[src/capacitive_touch_detector_macros.svh]
// -----------------------------------------------------------------------------
// Assertion macros for the capacitive touch detector
// Shared property wrappers, clocked on clk_i and disabled while in reset.
// -----------------------------------------------------------------------------
`ifndef CAPACITIVE_TOUCH_DETECTOR_MACROS_SVH
`define CAPACITIVE_TOUCH_DETECTOR_MACROS_SVH

// The consequent must hold in the same cycle as the antecedent.
`define CTD_ASSERT_SAME(label, ante, cons, msg) \
  label: assert property (@(posedge clk_i) disable iff (!rst_ni) (ante) |-> (cons)) \
    else $error(msg);

// The consequent must hold in the cycle after the antecedent.
`define CTD_ASSERT_NEXT(label, ante, cons, msg) \
  label: assert property (@(posedge clk_i) disable iff (!rst_ni) (ante) |=> (cons)) \
    else $error(msg);

`endif

[src/ctd_pkg.sv]
// -----------------------------------------------------------------------------
// Capacitive touch detector package
// Widths, reset values, register indexes, beat types and the threshold
// calibration helper shared by all detector modules.
// -----------------------------------------------------------------------------
package ctd_pkg;

  localparam int LevelW   = 10;
  localparam int ThrW     = 10;
  localparam int BaseW    = 15;
  localparam int CntW     = 16;
  localparam int HoldW    = 5;
  localparam int AvgShift = 5;
  localparam int CfgW     = 16;
  localparam int MeanW    = BaseW - AvgShift;

  localparam logic [HoldW-1:0] HoldLimit     = 5'd20;
  localparam logic [ThrW-1:0]  ThrDefaultRst = 10'd100;
  localparam logic [ThrW-1:0]  ThrMinRst     = 10'd20;
  localparam logic [ThrW-1:0]  ThrMaxRst     = 10'd400;
  localparam logic [CntW-1:0]  StuckLimitRst = 16'd160;

  typedef enum logic [1:0] {
    CFG_THR_DEFAULT = 2'd0,
    CFG_THR_MIN     = 2'd1,
    CFG_THR_MAX     = 2'd2,
    CFG_STUCK_LIMIT = 2'd3
  } cfg_idx_e;

  typedef struct packed {
    logic [LevelW-1:0] level_first;
    logic [LevelW-1:0] level_second;
  } in_item_t;

  typedef struct packed {
    logic pressed_first;
    logic pressed_second;
    logic calibrating;
    logic abort_setup;
  } out_item_t;

  // Per-key detection status for the current scan.
  typedef struct packed {
    logic pressed;
    logic stuck;
  } key_stat_t;

  // Calibration sequencer controls for the current scan.
  typedef struct packed {
    logic            set_thr;
    logic [ThrW-1:0] thr_first;
    logic [ThrW-1:0] thr_second;
    logic            abort;
    logic            preload;
    logic            indicator;
  } cal_ctl_t;

  // Half the swing between release and press, raised to the minimum first and
  // then lowered to the maximum, so the maximum wins when the limits cross.
  function automatic logic [ThrW-1:0] cal_threshold(
    input logic [LevelW-1:0] rel,
    input logic [LevelW-1:0] prs,
    input logic [ThrW-1:0]   tmin,
    input logic [ThrW-1:0]   tmax
  );
    logic [LevelW-1:0] swing;
    logic [ThrW-1:0]   t;
    swing = rel - prs;
    if (rel < prs) begin
      t = tmax;
    end else begin
      t = ThrW'(swing >> 1);
    end
    if (t < tmin) begin
      t = tmin;
    end
    if (t > tmax) begin
      t = tmax;
    end
    return t;
  endfunction

endpackage

[src/capacitive_touch_detector.sv]
// -----------------------------------------------------------------------------
// Capacitive touch detector
// Two-key baseline tracking touch detector with stuck-key recovery and
// two-key threshold calibration.
// -----------------------------------------------------------------------------
// Usage: every input beat on in_data_i is one completed scan of both touch
// sensors, and every scan yields exactly one output beat on out_data_o with the
// two key states, the calibration indicator and the setup-abort flag.
// Both channels use valid/stall: a beat moves at a rising edge where valid is
// high and stall is low.
// A scan is registered in the input register at the accepting edge, evaluated
// in a single pass of logic against the key state, and its result is registered
// in the result register once that register is free or draining.
// The block takes one scan per cycle while the receiver does not stall; the
// only loop is the key and calibration state, which updates in the same cycle
// as the result.
// When the receiver stalls, the output register holds its beat and the input
// register still takes one more scan, after which in_stall_o rises.
// Reset loads the default thresholds and limits, clears all counters and arms
// a baseline preload, so the first scan after reset reports both keys released.
// Configuration is written through cfg_we_i/cfg_idx_i/cfg_wdata_i while the
// block is idle; writing the default threshold also loads both key thresholds.
// -----------------------------------------------------------------------------
`include "capacitive_touch_detector_macros.svh"

module capacitive_touch_detector import ctd_pkg::*; (
  input  logic            clk_i,
  input  logic            rst_ni,
  input  logic            cfg_we_i,
  input  logic [1:0]      cfg_idx_i,
  input  logic [CfgW-1:0] cfg_wdata_i,
  input  logic            in_valid_i,
  output logic            in_stall_o,
  input  in_item_t        in_data_i,
  output logic            out_valid_o,
  input  logic            out_stall_i,
  output out_item_t       out_data_o
);

  // Configuration registers.
  logic [ThrW-1:0] thr_min_q;
  logic [ThrW-1:0] thr_max_q;
  logic [CntW-1:0] stuck_limit_q;
  logic            thr_load;

  // Input and result registers.
  in_item_t  in_q;
  logic      in_valid_q;
  out_item_t out_q;
  logic      out_valid_q;
  out_item_t res;

  // The held scan is evaluated when the result register is free or draining.
  logic advance;
  logic need_preload_q;

  key_stat_t stat_first, stat_second;
  cal_ctl_t  cal;

  assign advance    = in_valid_q && (!out_valid_q || !out_stall_i);
  assign in_stall_o = in_valid_q && !advance;
  assign thr_load   = cfg_we_i && (cfg_idx_e'(cfg_idx_i) == CFG_THR_DEFAULT);

  always_ff @(posedge clk_i or negedge rst_ni) begin
    if (!rst_ni) begin
      thr_min_q     <= ThrMinRst;
      thr_max_q     <= ThrMaxRst;
      stuck_limit_q <= StuckLimitRst;
    end else if (cfg_we_i) begin
      case (cfg_idx_e'(cfg_idx_i))
        CFG_THR_DEFAULT: begin
          // The default threshold goes straight into both key thresholds.
        end
        CFG_THR_MIN:     thr_min_q     <= cfg_wdata_i[ThrW-1:0];
        CFG_THR_MAX:     thr_max_q     <= cfg_wdata_i[ThrW-1:0];
        CFG_STUCK_LIMIT: stuck_limit_q <= cfg_wdata_i[CntW-1:0];
        default: begin
        end
      endcase
    end
  end

  ctd_key u_key_first (
    .clk_i         (clk_i),
    .rst_ni        (rst_ni),
    .step_i        (advance),
    .preload_i     (need_preload_q),
    .level_i       (in_q.level_first),
    .thr_load_i    (thr_load),
    .thr_default_i (cfg_wdata_i[ThrW-1:0]),
    .cal_set_i     (cal.set_thr),
    .cal_thr_i     (cal.thr_first),
    .stuck_limit_i (stuck_limit_q),
    .stat_o        (stat_first)
  );

  ctd_key u_key_second (
    .clk_i         (clk_i),
    .rst_ni        (rst_ni),
    .step_i        (advance),
    .preload_i     (need_preload_q),
    .level_i       (in_q.level_second),
    .thr_load_i    (thr_load),
    .thr_default_i (cfg_wdata_i[ThrW-1:0]),
    .cal_set_i     (cal.set_thr),
    .cal_thr_i     (cal.thr_second),
    .stuck_limit_i (stuck_limit_q),
    .stat_o        (stat_second)
  );

  ctd_cal u_cal (
    .clk_i          (clk_i),
    .rst_ni         (rst_ni),
    .step_i         (advance),
    .key_first_i    (stat_first.pressed),
    .key_second_i   (stat_second.pressed),
    .level_first_i  (in_q.level_first),
    .level_second_i (in_q.level_second),
    .thr_min_i      (thr_min_q),
    .thr_max_i      (thr_max_q),
    .ctl_o          (cal)
  );

  always_comb begin
    res.pressed_first  = stat_first.pressed;
    res.pressed_second = stat_second.pressed;
    res.calibrating    = cal.indicator;
    res.abort_setup    = stat_first.stuck || stat_second.stuck || cal.abort;
  end

  // A stuck key, an aborted hold or a finished calibration arms a preload of
  // both baselines on the next scan; a scan with none of these disarms it.
  always_ff @(posedge clk_i or negedge rst_ni) begin
    if (!rst_ni) begin
      need_preload_q <= 1'b1;
    end else if (advance) begin
      need_preload_q <= stat_first.stuck || stat_second.stuck || cal.preload;
    end
  end

  always_ff @(posedge clk_i or negedge rst_ni) begin
    if (!rst_ni) begin
      in_valid_q  <= 1'b0;
      out_valid_q <= 1'b0;
    end else begin
      if (in_valid_i && !in_stall_o) begin
        in_valid_q <= 1'b1;
      end else if (advance) begin
        in_valid_q <= 1'b0;
      end
      if (advance) begin
        out_valid_q <= 1'b1;
      end else if (!out_stall_i) begin
        out_valid_q <= 1'b0;
      end
    end
  end

  always_ff @(posedge clk_i) begin
    if (in_valid_i && !in_stall_o) begin
      in_q <= in_data_i;
    end
    if (advance) begin
      out_q <= res;
    end
  end

  assign out_valid_o = out_valid_q;
  assign out_data_o  = out_q;

  `CTD_ASSERT_SAME(a_preload_releases, advance && need_preload_q,
    !res.pressed_first && !res.pressed_second, "preload scan reported a press")
  `CTD_ASSERT_NEXT(a_abort_arms_preload, advance && res.abort_setup,
    need_preload_q, "setup abort did not arm a baseline preload")
  `CTD_ASSERT_NEXT(a_scan_held_on_stall, in_valid_q && !advance,
    in_valid_q && $stable(in_q), "held scan lost while result register was busy")

endmodule

[src/ctd_key.sv]
// -----------------------------------------------------------------------------
// Touch key channel
// Baseline tracking, threshold compare and stuck-key counter for one sensor.
// -----------------------------------------------------------------------------
module ctd_key import ctd_pkg::*; (
  input  logic              clk_i,
  input  logic              rst_ni,
  input  logic              step_i,
  input  logic              preload_i,
  input  logic [LevelW-1:0] level_i,
  input  logic              thr_load_i,
  input  logic [ThrW-1:0]   thr_default_i,
  input  logic              cal_set_i,
  input  logic [ThrW-1:0]   cal_thr_i,
  input  logic [CntW-1:0]   stuck_limit_i,
  output key_stat_t         stat_o
);

  logic [BaseW-1:0] baseline_q, baseline_d;
  logic [ThrW-1:0]  thr_q, thr_d;
  logic [CntW-1:0]  cnt_q, cnt_d;

  logic [MeanW-1:0]  mean;
  logic signed [11:0] diff;
  logic               above;
  logic               pressed;

  always_comb begin
    mean    = baseline_q[BaseW-1:AvgShift];
    // Signed difference so a threshold above the mean never wraps to a press.
    diff    = $signed({2'b00, mean}) - $signed({2'b00, thr_q});
    above   = diff > $signed({2'b00, level_i});
    pressed = !preload_i && above;

    if (preload_i) begin
      baseline_d = {level_i, {AvgShift{1'b0}}};
    end else if (pressed) begin
      baseline_d = baseline_q;
    end else begin
      baseline_d = baseline_q - {{AvgShift{1'b0}}, mean} + {{AvgShift{1'b0}}, level_i};
    end

    if (pressed) begin
      cnt_d = (cnt_q == {CntW{1'b1}}) ? cnt_q : cnt_q + 1'b1;
    end else begin
      cnt_d = '0;
    end

    if (thr_load_i) begin
      thr_d = thr_default_i;
    end else if (step_i && cal_set_i) begin
      thr_d = cal_thr_i;
    end else begin
      thr_d = thr_q;
    end

    stat_o.pressed = pressed;
    stat_o.stuck   = pressed && (cnt_d >= stuck_limit_i);
  end

  always_ff @(posedge clk_i or negedge rst_ni) begin
    if (!rst_ni) begin
      baseline_q <= '0;
      thr_q      <= ThrDefaultRst;
      cnt_q      <= '0;
    end else begin
      thr_q <= thr_d;
      if (step_i) begin
        baseline_q <= baseline_d;
        cnt_q      <= cnt_d;
      end
    end
  end

endmodule

[src/ctd_cal.sv]
// -----------------------------------------------------------------------------
// Calibration sequencer
// Two-key hold sequence that captures press levels and derives new thresholds.
// -----------------------------------------------------------------------------
module ctd_cal import ctd_pkg::*; (
  input  logic              clk_i,
  input  logic              rst_ni,
  input  logic              step_i,
  input  logic              key_first_i,
  input  logic              key_second_i,
  input  logic [LevelW-1:0] level_first_i,
  input  logic [LevelW-1:0] level_second_i,
  input  logic [ThrW-1:0]   thr_min_i,
  input  logic [ThrW-1:0]   thr_max_i,
  output cal_ctl_t          ctl_o
);

  typedef enum logic [3:0] {
    CAL_IDLE    = 4'b0001,
    CAL_CONFIRM = 4'b0010,
    CAL_TIMING  = 4'b0100,
    CAL_DONE    = 4'b1000
  } cal_state_e;

  cal_state_e        state_q, state_d;
  logic [HoldW-1:0]  hold_q, hold_d;
  logic [LevelW-1:0] press_first_q, press_first_d;
  logic [LevelW-1:0] press_second_q, press_second_d;
  logic              ind_q, ind_d;
  logic              both, none;

  always_comb begin
    both           = key_first_i && key_second_i;
    none           = !key_first_i && !key_second_i;
    state_d        = state_q;
    hold_d         = hold_q;
    press_first_d  = press_first_q;
    press_second_d = press_second_q;
    ind_d          = ind_q;
    ctl_o.set_thr  = 1'b0;
    ctl_o.abort    = 1'b0;
    ctl_o.preload  = 1'b0;
    ctl_o.thr_first  = cal_threshold(level_first_i, press_first_q, thr_min_i, thr_max_i);
    ctl_o.thr_second = cal_threshold(level_second_i, press_second_q, thr_min_i, thr_max_i);

    case (state_q)
      CAL_IDLE: begin
        if (both) begin
          state_d = CAL_CONFIRM;
        end
      end
      CAL_CONFIRM: begin
        if (both) begin
          press_first_d  = level_first_i;
          press_second_d = level_second_i;
          hold_d         = '0;
          state_d        = CAL_TIMING;
        end else begin
          state_d = CAL_IDLE;
        end
      end
      CAL_TIMING: begin
        ind_d = 1'b1;
        if (both) begin
          hold_d = hold_q + 1'b1;
          if (hold_d > HoldLimit) begin
            ctl_o.abort   = 1'b1;
            ctl_o.preload = 1'b1;
            state_d       = CAL_DONE;
          end
        end else if (none) begin
          ctl_o.set_thr = 1'b1;
          ctl_o.preload = 1'b1;
          state_d       = CAL_DONE;
        end
      end
      default: begin
        state_d = CAL_IDLE;
        ind_d   = 1'b0;
      end
    endcase

    ctl_o.indicator = ind_d;
  end

  always_ff @(posedge clk_i or negedge rst_ni) begin
    if (!rst_ni) begin
      state_q <= CAL_IDLE;
      hold_q  <= '0;
      ind_q   <= 1'b0;
    end else if (step_i) begin
      state_q <= state_d;
      hold_q  <= hold_d;
      ind_q   <= ind_d;
    end
  end

  // Press levels are always captured before the timing phase reads them.
  always_ff @(posedge clk_i) begin
    if (step_i) begin
      press_first_q  <= press_first_d;
      press_second_q <= press_second_d;
    end
  end

endmodule

[config.mk]
export PLATFORM = sky130hd
export DESIGN_NAME = capacitive_touch_detector
export DESIGN_NICKNAME = d
export VERILOG_FILES = /design/src/ctd_pkg.sv /design/src/capacitive_touch_detector.sv /design/src/ctd_key.sv /design/src/ctd_cal.sv
export VERILOG_INCLUDE_DIRS = /design/src /design/src/src
export SDC_FILE = /design/constraint.sdc
export NUM_CORES = 1
export LEC_CHECK = 0
export BUFFER_PORTS_ARGS = -buffer_cell sky130_fd_sc_hd__buf_2
export CORE_MARGIN = 2
export CORE_UTILIZATION = 70
export CTS_BUF_LIST = sky130_fd_sc_hd__clkbuf_8
export DETAILED_ROUTE_END_ITERATION = 12
export PLACE_DENSITY_LB_ADDON = 0.2
export SETUP_SLACK_MARGIN = 0.05
export SYNTH_ARGS = -nofsm -noshare
export SYNTH_HDL_FRONTEND = slang
export SYNTH_SLANG_ARGS = --single-unit
[constraint.sdc]
create_clock -name clk_i -period 19.4 [get_ports clk_i]
set_input_delay 0.97 -clock clk_i [delete_from_list [all_inputs] [get_ports clk_i]]
set_output_delay 0.97 -clock clk_i [all_outputs]
set_load 0.01 [all_outputs]
==> results of run 1 <==
==> cell families (layout without fill, tap and decap cells) <==
| logic type | after synthesis | count (layout) |
|---|---|---|
| AOI/OAI and AO/OA | 389 | 389 |
| xor gates and xnor gates | 68 | 68 |
| adders and majority gates | 186 | 186 |
| buffers and inverters | 241 | 284 |
| DFF | 175 | 175 |
| muxes | 79 | 79 |
| and+or+nand+nor | 411 | 411 |
==> area by class of cell <==
| type | count | area [um^2] | area share |
|---|---|---|---|
| inverters | 196 | 735.7 | 0.04881 |
| repair buffers | 56 | 306.5 | 0.02034 |
| multi-input cells | 1133 | 8657 | 0.5744 |
| clock buffers | 18 | 247.7 | 0.01644 |
| clock inverters | 14 | 168.9 | 0.01121 |
| well taps | 270 | 337.8 | 0.02241 |
| flip-flops and latches | 175 | 4618 | 0.3064 |
==> placed cells by master (no fill, tap or decap), types with 8 or more instances in the layout <==
master / instances
xor2_1: 38
ha_1: 162
mux2_2: 56
or3_1: 8
inv_1: 194
a211oi_1: 13
nor2_1: 99
buf_4: 8
clkbuf_8: 18
o21a_1: 15
nor2b_1: 13
nand3_1: 47
dfrtp_1: 116
mux2i_1: 17
a21o_1: 44
nand2_1: 113
buf_2: 47
and3_1: 23
o31ai_1: 32
fa_1: 24
xnor2_1: 30
dfstp_2: 15
o21ai_0: 72
nand2b_1: 26
nor3_1: 22
nand4_1: 16
edfxtp_1: 44
a211o_1: 9
a21oi_1: 96
o211ai_1: 11
==> power by group through the flow <==
stage / clock [mW] / combinational (mW) / sequential [mW]
after floorplan: 0 / 1.10 / 0.499
after global placement: 0 / 1.34 / 0.533
after detailed placement: 0 / 1.39 / 0.534
after CTS: 0.281 / 1.41 / 0.527
after global routing: 0.294 / 1.60 / 0.535
final: 0.278 / 1.43 / 0.531
==> flip-flops by register name (all words and copies together) (netlist names), 15 cells and up <==
register and flops:
u_key_second.cnt_q 16, u_key_second.baseline_q 15, u_key_first.cnt_q 16, in_q 20
stuck_limit_q 16, u_key_first.baseline_q 15
==> how the worst min path moves through the flow <==
stage	start	end	slack (ns)	cells past startpoint
6_report	rst_ni	u_key_first.cnt_q[14]	0.41	1
5_1_grt	rst_ni	u_key_first.cnt_q[14]	0.43	1
3_3_place_gp	u_key_second.baseline_q[4]	u_key_second.baseline_q[4]	0.46	2
4_1_cts	rst_ni	u_key_first.cnt_q[14]	0.43	1
2_1_floorplan	u_key_second.baseline_q[4]	u_key_second.baseline_q[4]	0.44	2
3_5_place_dp	u_key_first.baseline_q[2]	u_key_first.baseline_q[2]	0.47	2
==> per-layer routing <==
metal / GRT usage / share of wire / vias to the layer above
li1: - / - / 5590
met3: 0.05750 / 0.061 / 126
met4: 0.1612 / 0.044 / 0
met5: 0 / 0 / -
met1: 0.4381 / 0.42 / 5688
met2: 0.5696 / 0.48 / 462
==> metrics by stage <==
step,std cells,area (um^2),power (mW)
6_report,1862,15070,2.237
5_1_grt,1862,15070,2.426
4_1_cts,1862,15070,2.217
3_5_place_dp,1830,14660,1.922
3_3_place_gp,1830,14660,1.871
2_1_floorplan,1549,14200,1.602
==> impl_metrics.yaml, run 1 <==
setup_path:
  cpLargestDelayFamily: "compound AO/OA/AOI/OAI gates"
  r2r-end: "u_key_second.thr_q[1]"
  r2r_cells: 22
  crit_type: "flip-flop to flip-flop"
  worstPathRequired_ns: 19.77
  critical_path.endpoint: "u_key_second.thr_q[1]"
  crit_cells: 22
  crit_chain: "nand2b_1, fa_1, a21o_1, a221oi_2, o31ai_2, a31oi_1, mux2i_1, ha_1, a21o_1, a21o_1, a221oi_1, nand3_1, o211ai_1, mux2_2, ha_1, and4_1, and3_1, a221oi_1, a21oi_1, and3_1, a22o_1, a221o_1"
  arrival_ns: 8.00
  slowest_stage: "o211ai_1"
  startpoint: "in_q[0]"
  ff2ff_setup_slack_ns: 11.77
  critPathMaxFanout: 14
  cp-start-kind: "flip-flop"
  worstSetupEndpointType: "flip-flop"
  cpPeakStageDelay_ns: 0.86
  critPathBufInv: 0
  r2r_start: "in_q[0]"
  cpMostUsedCell: "a21o_1"
clock_tree:
  path_clk_slew_ns: 0.11
  cts_max_level: 4
  postCtsSetupRepairBufs: 0
  clk_path_buf_depth: 2
  cts_buffers: 17
  cts_sinks: 175
  root_buffer: "clkbuf_8"
  cts_tree: "yes"
  clock_latency_ns: 0.49
  cts_resized: 0
  hold_buffers: 0
finish:
  layout-area-overhead-vs-synth_pct: 6.114
  antenna_cells: 0
  utilization: 0.7497
  n_fill_cell: 1447
  fin_nets: 1808
  drive_above_1_share: 0.1181
sta:
  min_period_ns: 7.629
  hold_violations: 0
  timing.hold.ws_ns: 0.4071
  min_period_over_period: 0.3933
  slew_headroom: 0.2020
  setup_ws_ns: 11.77
  fin_skew_ns: 0.02270
  slew_viol_final: 0
  fmax_mhz: 131.1
  worst_pin_slew_ns: 1.197
  rsz0062_at_grt: "false"
  setup_tns_ns: 0
  setup_violations: 0
synth:
  ys_async_sr_fraction: 0.7486
  syn_nets: 1778
  synth-compound-area-share: 0.1868
  synthesis.area_um2: 14200
  synth_commonest_cells: "194 x inv_1, 162 x ha_1, 116 x dfrtp_1"
  synthDistinctLibCells: 84
  syn_inst: 1549
  synth_xor_area_frac: 0.04193
  synthFlopType: "dfrtp_1"
  synth.area.top_cells: "dfrtp_1 20%, ha_1 14%, edfxtp_1 9.3%, inv_1 5.1%, mux2_2 4.4%"
  synth_edf_count: 44
  synth_most_common_cell: "inv_1"
  ys.warnings.count: 0
  synthMuxAreaShare: 0.06272
  synth_top_family_by_area: "compound AO/OA/AOI/OAI gates"
  seq_area_frac_synth: 0.3251
  synth-seq-cells: 175
  synth_top_cell_by_area: "dfrtp_1"
  synthAdderAreaFrac: 0.1765
  yosys.area.top_type_share: 0.2044
  yosys.area_share.simple: 0.1412
  avgSynthCellArea_um2: 9.170
run:
  cap_violations: 0
detailed_routing:
  routed_wl_um: 36400
  drtPass1Iterations: 8
  drtIter0Drc: 857
  wl_per_cell_um: 19.55
  vias: 11870
  antenna_left: 0
  drc_errors: 0
  vias_per_cell: 6.373
global_route:
  antenna_found_initial: 0
  grt_pass1_vias: 11670
  overflow: 0
  grt_usage: 0.3421
  grt_pass1_wl_um: 58240
  grt_max_degree: 80
hold_path:
  hp-class: "primary input to async pin"
floorplanning:
  ios: 49
  rows: 52
  die-area_um2: 21450
  core_um2: 20100
  die_x_um: 146.4
  die_height_um: 146.4
  start_util: 0.7065
power:
  pwr_density_cell_nw_per_um2: 148.4
  clockPowerShare: 0.124
  swShare: 0.4745
  comb_power_share: 0.638
  power_switching_mw: 1.062
  max-vdd-ir-drop_mv: 0.08252
  p_leak_nw: 7.202
  p_int_mw: 1.176
  p_seq_frac: 0.237
placed_design:
  dp_hpwl_um: 27040
  io_buffers: 48
  post-place-ws_ns: 11.92
  place_congestion: 0.9552
outcome:
  status: "completed"
Note: power is estimated with default switching activity, not from simulation.
==> inputs of run 2 (changes only) <==
--- a/config.mk
+++ b/config.mk
@@ -8,7 +8,7 @@
 export LEC_CHECK = 0
 export BUFFER_PORTS_ARGS = -buffer_cell sky130_fd_sc_hd__buf_2
 export CORE_MARGIN = 2
-export CORE_UTILIZATION = 70
+export CORE_UTILIZATION = 65
 export CTS_BUF_LIST = sky130_fd_sc_hd__clkbuf_8
 export DETAILED_ROUTE_END_ITERATION = 12
 export PLACE_DENSITY_LB_ADDON = 0.2
==> constraint.sdc (replaced) <==
create_clock -name clk_i -period 7.2 [get_ports clk_i]
set_input_delay 0.36 -clock clk_i [delete_from_list [all_inputs] [get_ports clk_i]]
set_output_delay 0.36 -clock clk_i [all_outputs]
set_load 0.01 [all_outputs]
==> impl_metrics.yaml, run 2 (synthesis gave the netlist of run 1 again) <==
detailed_routing:
  wl_per_cell_um: 19.33
  drtIter0Drc: 984
  antenna_left: 0
  vias: 11740
  vias_per_cell: 6.256
  drc_errors: 0
  drtPass1Iterations: 8
  routed_wl_um: 36280
global_route:
  grt_pass1_vias: 11350
  overflow: 0
  grt_max_degree: 73
  grt_pass1_wl_um: 58310
  antenna_found_initial: 0
  grt_usage: 0.3160
finish:
  regMostFlops: "in_q"
  final_common_cell: "inv_1"
  layout-area-overhead-vs-synth_pct: 6.581
  drive_above_1_share: 0.1196
  final_cell_mix: "195 x inv_1, 162 x ha_1, 116 x dfrtp_1, 113 x nand2_1, 99 x nor2_1"
  fin_nets: 1813
  antenna_cells: 0
  largest_register_ffs: 20
setup_path:
  worstSetupEndpointType: "flip-flop"
  cp-start-kind: "flip-flop"
  critPathMaxFanout: 15
  r2r_cells: 25
  r2r-end: "u_key_first.thr_q[9]"
  crit_type: "flip-flop to flip-flop"
  ff2ff_setup_slack_ns: 0.49
  r2r_start: "in_q[10]"
  worstPathRequired_ns: 7.56
  arrival_ns: 7.07
sta:
  rsz0062_at_grt: "false"
  slew_viol_final: 0
  fin_skew_ns: 0.02166
  setup_ws_ns: 0.4941
  hold_violations: 0
  setup_tns_ns: 0
  min_period_over_period: 0.9314
  setup_violations: 0
  worst_pin_slew_ns: 1.191
  slew_headroom: 0.2057
  min_period_ns: 6.706
  fmax_mhz: 149.1
clock_tree:
  clk_path_buf_depth: 2
  cts_tree: "yes"
  cts_sinks: 175
  cts_buffers: 17
  root_buffer: "clkbuf_8"
  path_clk_slew_ns: 0.11
  clock_latency_ns: 0.49
  cts_max_level: 4
  postCtsSetupRepairBufs: 0
floorplanning:
  die_x_um: 151.8
  core_um2: 21620
  die-area_um2: 23050
  ios: 49
  rows: 54
  start_util: 0.6569
  die_height_um: 151.8
placed_design:
  io_buffers: 48
  place_congestion: 1.015
  dp_hpwl_um: 27300
  post-place-ws_ns: 0.6249
hold_path:
  hold_start: "in_data_i[3]"
  min_delay_worst_endpoint: "in_q[3]"
  hp-class: "primary input to flip-flop"
  holdPathStages: 1
power:
  max-vdd-ir-drop_mv: 0.2294
  p_leak_nw: 7.232
  pwr_density_cell_nw_per_um2: 397.1
run:
  cap_violations: 0
outcome:
  status: "completed"
## run 2: per-layer routing
| layer | vias up | global-route usage | part of all wire |
|---|---|---|---|
| met5 | - | 0 | 0 |
| met4 | 0 | 0.09880 | 0.027 |
| met3 | 70 | 0.04507 | 0.056 |
| met2 | 386 | 0.5375 | 0.49 |
| met1 | 5668 | 0.4207 | 0.43 |
| li1 | 5618 | - | - |
## run 2: report_power, final
part           switching [mW]  total [mW]  internal, mW  leakage, nW
Clock                   0.439       0.768         0.329        0.222
Combinational            2.19        3.82          1.63         4.98
Sequential              0.217        1.42          1.21         2.03
Total                    2.84        6.01          3.17         7.23
## run 2: through the flow
stage	cell area (um^2)	std cells	power, mW	utilization	hold slack, ns
after floorplan	14200	1549	4.317	-	0.06441
after global placement	14700	1844	5.054	0.6798	0.3562
after detailed placement	14700	1844	5.176	0.6798	0.3667
after CTS	15140	1877	5.970	0.7002	0.02954
after global routing	15140	1877	6.540	0.7002	0.02664
final	15140	1877	6.012	0.7002	0.04059
## run 2: how the worst max path moves through the flow
stage,slack [ns],start,endpoint,cells after the start
after floorplan,0.95,in_q[0],u_key_second.thr_q[1],25
after global placement,0.72,u_key_first.thr_q[2],need_preload_q,26
after detailed placement,0.62,in_q[10],u_key_first.thr_q[9],25
after CTS,0.58,in_q[10],u_key_first.thr_q[9],25
after global routing,0.11,u_key_first.thr_q[2],need_preload_q,26
final,0.49,in_q[10],u_key_first.thr_q[9],25
## run 2: timing repair
item	CTS	global route
hold buffers	1	0
gates resized for setup	0	0
hold endpoints to repair	51	0
## run 2: final cells by class
type	count	area (um^2)
clock inverter	15	196.4
inverter	196	735.7
fill	1728	6482
multi-input combinational	1133	8657
timing repair buffer	61	346.6
clock buffer	17	234.0
sequential	175	4618
tap	280	350.3
## run 2: critical path: stages, from the launching register on
cell	delay [ns]
edfxtp_1	0.49
nand2b_1	0.22
fa_1	0.42
a21o_1	0.20
a22oi_1	0.28
a211o_1	0.23
and2_1	0.45
nor2_1	0.10
a21oi_1	0.22
ha_1	0.29
a21o_1	0.18
a21o_1	0.17
a21oi_1	0.13
o21a_1	0.22
nand2b_1	0.11
o21ai_4	0.39
mux2i_1	0.34
inv_1	0.10
ha_1	0.31
and3_1	0.20
a221oi_1	0.30
nor2b_1	0.08
o22ai_1	0.45
o22ai_1	0.16
a2111oi_0	0.40
o22ai_1	0.14
